## src/sv/sba_pkg.sv

```systemverilog
package sba_pkg;

    localparam int SLOTS      = 128;
    localparam int SLOT_W     = (SLOTS > 1) ? $clog2(SLOTS) : 1;
    localparam int CNT_W      = $clog2(SLOTS + 1);
    localparam int CHUNK_W    = 16;
    localparam int OFF_W      = $clog2(CHUNK_W);
    localparam int NUM_CHUNKS = (SLOTS + CHUNK_W - 1) / CHUNK_W;
    localparam int CHUNK_CW   = (NUM_CHUNKS > 1) ? $clog2(NUM_CHUNKS) : 1;
    localparam int PAD_W      = NUM_CHUNKS * CHUNK_W;

    localparam int OP_W     = 2;
    localparam int IDX_W    = 8;
    localparam int VAL_W    = 64;
    localparam int STATUS_W = 2;

    localparam int S_TDATA_W = 72;   // slot_index, new_value
    localparam int M_TDATA_W = 72;   // granted_index, read_value

    localparam logic [OP_W-1:0] OP_ALLOC = 2'd0;
    localparam logic [OP_W-1:0] OP_FREE  = 2'd1;
    localparam logic [OP_W-1:0] OP_GET   = 2'd2;
    localparam logic [OP_W-1:0] OP_SET   = 2'd3;

    localparam logic [STATUS_W-1:0] STS_OK     = 2'd0;
    localparam logic [STATUS_W-1:0] STS_FULL   = 2'd1;
    localparam logic [STATUS_W-1:0] STS_BADIDX = 2'd2;

    typedef struct packed {
        logic             found;
        logic [OFF_W-1:0] offset;
    } t_ffs_res;

    typedef enum logic [3:0] {
        S_IDLE = 4'b0001,
        S_SCAN = 4'b0010,
        S_READ = 4'b0100,
        S_DONE = 4'b1000
    } t_state;

endpackage

```

## src/sv/sba_ffs.sv

```systemverilog
module sba_ffs (
    input  logic [sba_pkg::CHUNK_W-1:0] i_free,
    output sba_pkg::t_ffs_res           o_res
);
    import sba_pkg::*;

    // lowest set bit wins, so walk downwards
    always_comb begin
        o_res = '0;
        for (int i = CHUNK_W - 1; i >= 0; i--) begin
            if (i_free[i]) begin
                o_res.found  = 1'b1;
                o_res.offset = OFF_W'(i);
            end
        end
    end

endmodule

```

## config.mk

```make
export PLATFORM = sky130hd
export DESIGN_NAME = sba_ffs
export DESIGN_NICKNAME = d
export VERILOG_FILES = /design/src/sv/sba_pkg.sv /design/src/sv/sba_ffs.sv
export SDC_FILE = /design/constraint.sdc
export NUM_CORES = 1
export LEC_CHECK = 0
export ABC_AREA = 0
export BUFFER_PORTS_ARGS = -buffer_cell sky130_fd_sc_hd__clkbuf_2
export CAP_MARGIN = 20
export CORE_AREA = 3 3 40 42
export DETAILED_ROUTE_END_ITERATION = 8
export DIE_AREA = 0 0 43 45
export GPL_ROUTABILITY_DRIVEN = 0
export PLACE_DENSITY = 0.48
export SLEW_MARGIN = 20
export SYNTH_ARGS = -nofsm -noshare
export SYNTH_HDL_FRONTEND = slang
export SYNTH_SLANG_ARGS = --single-unit
```

## constraint.sdc

```tcl
create_clock -name vclk -period 0.8
set_input_delay 0.04 -clock vclk [all_inputs]
set_output_delay 0.04 -clock vclk [all_outputs]
set_load 0.1 [all_outputs]
```

==> impl_metrics.ini <==
[timing]
finalCritPeriodShare_pct = 138
setup_violations = 5
relSlewSlack_pct = 84.0
clock.fmax_mhz = 907
post-route-min-period_ns = 1.10
rsz0062_at_grt = yes
worst_slew_pin_slew_ns = 0.238
worst_slack_ns = -0.303
setup_tns_ns = -1.11
maxSlewViolCount = 0
hold_violations = 0

[global_routing]
grt_pass1_wl_mm = 1.27
gr-usage-all-layers_pct = 8.04
grt_pass1_vias = 344
antenna_found_initial = 0
grt_max_degree = 5
gr-total-overflow = 0

[detailed_routing]
drt_wl_total_um = 743
wl_per_cell_um = 9.17
dr.pass1.iters = 1
drc = 0
ant_nets = 0
drtIter0Drc = 0
viasPerCell = 4.42
via_count = 358

[finish]
multi_input_area_sq_um = 254
fillerInstances = 118
final_common_cell = clkbuf_2
antennaDiodeCount = 0
final_nets = 84
n_clock_buffer = 0
final_cell_mix = clkbuf_2 (10), buf_4 (9), nor2_1 (7)
finish.utilization_pct = 47.4
area_delta_synth_final_pct = 248
drive_gt1_share_pct = 66.7
design_area_sq_um = 609
nFlopsAndLatches = 0
seq_area_sq_um = 0

[power_and_ir_drop]
ir_worst_vdd_uv = 200
p_leak_nw = 0.261
total_power_mw = 0.316
power_frac_comb_pct = 100.0
power_frac_seq_pct = 0
pwr-share-clk_pct = 0
p_int_mw = 0.151
power_density_nw_per_um2 = 519
power.net_switching_mw = 0.165
swShare_pct = 52.2

[logic_synthesis]
synth_area_sq_um = 175
ys.warnings.count = 0
synth.avg_cell_area_sq_um = 5.15
syn_nets = 50
synth.yosys.seq_area_share_pct = 0
synthDistinctLibCells = 16
syn_inst = 34

[floorplan]
core_sq_um = 1280
ios = 21
rows = 13
die_h_um = 45
die_area_sq_um = 1940
initial_core_util_pct = 13.6
die_x_um = 43

[worst_hold_path]
hp-class = input port to output pin

[worst_setup_path]
worstPathMaxFanout = 2
path_class = input port to output pin
crit_path_end_kind = output pin
crit_path_start_kind = input port
cp.required_ns = 0.76
critical_path_arrival_ns = 1.06

[run]
drv_cap = 0

[run_status]
outcome = complete, but fails checks
violations = negative setup slack

[place]
placed_area_sq_um = 522
port_buffers = 21
-- cell type report --
| cell class | instances | area share (%) |
|---|---|---|
| inverters | 3 | 2.67 |
| repair buffers | 32 | 52.6 |
| well taps | 15 | 3.08 |
| multi-input cells | 31 | 41.7 |
-- cells in the mapped netlist --
master	count	share of area, %
o22ai_1	1	3.6
or2b_1	1	4.3
nor4_1	1	3.6
or3_1	1	3.6
inv_1	3	6.4
nand2_1	5	11
a31oi_1	2	7.1
nand3_1	2	5.7
a21oi_1	3	8.6
nor4_2	1	7.1
and3_1	1	3.6
nor3_1	1	2.9
o311a_1	1	5.7
o21ai_0	2	5.7
o31ai_1	1	4.3
nor2_1	8	17
-- cells by family after synthesis --
| group | synth area share, % |
|---|---|
| AND/OR/NAND/NOR | 58.6 |
| buffers and inverters | 6.43 |
| AO/OA/AOI/OAI | 35.0 |
-- power groups by stage --
stage          combinational, mW  sequential (mW)  clock [mW]
2_1_floorplan              0.132                0           0
3_3_place_gp               0.279                0           0
3_5_place_dp               0.280                0           0
4_1_cts                    0.300                0           0
5_1_grt                    0.337                0           0
6_report                   0.316                0           0
-- final timing paths --
path              startpoint        to  depth (start not counted)
setup / recovery   i_free[6]  o_res[4]                          5
hold / removal     i_free[0]  o_res[0]                          4
-- per-layer routing --
metal  GRT usage (%)  vias up  routed length (um)
met1            8.81      157                 270
met5               0        -                   0
met2            17.1       13                 413
li1                -      188                   -
met3            1.20        0                  59
met4               0        0                   0
-- critical path, stage by stage --
cell and delay, ns:
buf_8 0.10, nor4_4 0.28, nand3_2 0.11, or3_4 0.35, buf_12 0.17
-- timing repair --
item                                    CTS  global route
hold buffers                              0             0
pin swaps                                 4             4
gates resized for setup                   5            14
endpoints found under the setup margin    5             5
setup buffers                             1             0
-- metrics by stage --
step                hold WS [ns]  std cells  worst slack [ns]
floorplan                  0.274         34            -0.288
global placement           0.518         80            -0.358
detailed placement         0.515         80            -0.369
CTS                        0.517         81            -0.319
global route               0.547         81            -0.382
finish                     0.526         81            -0.303
Note: power is estimated with default switching activity, not from simulation.
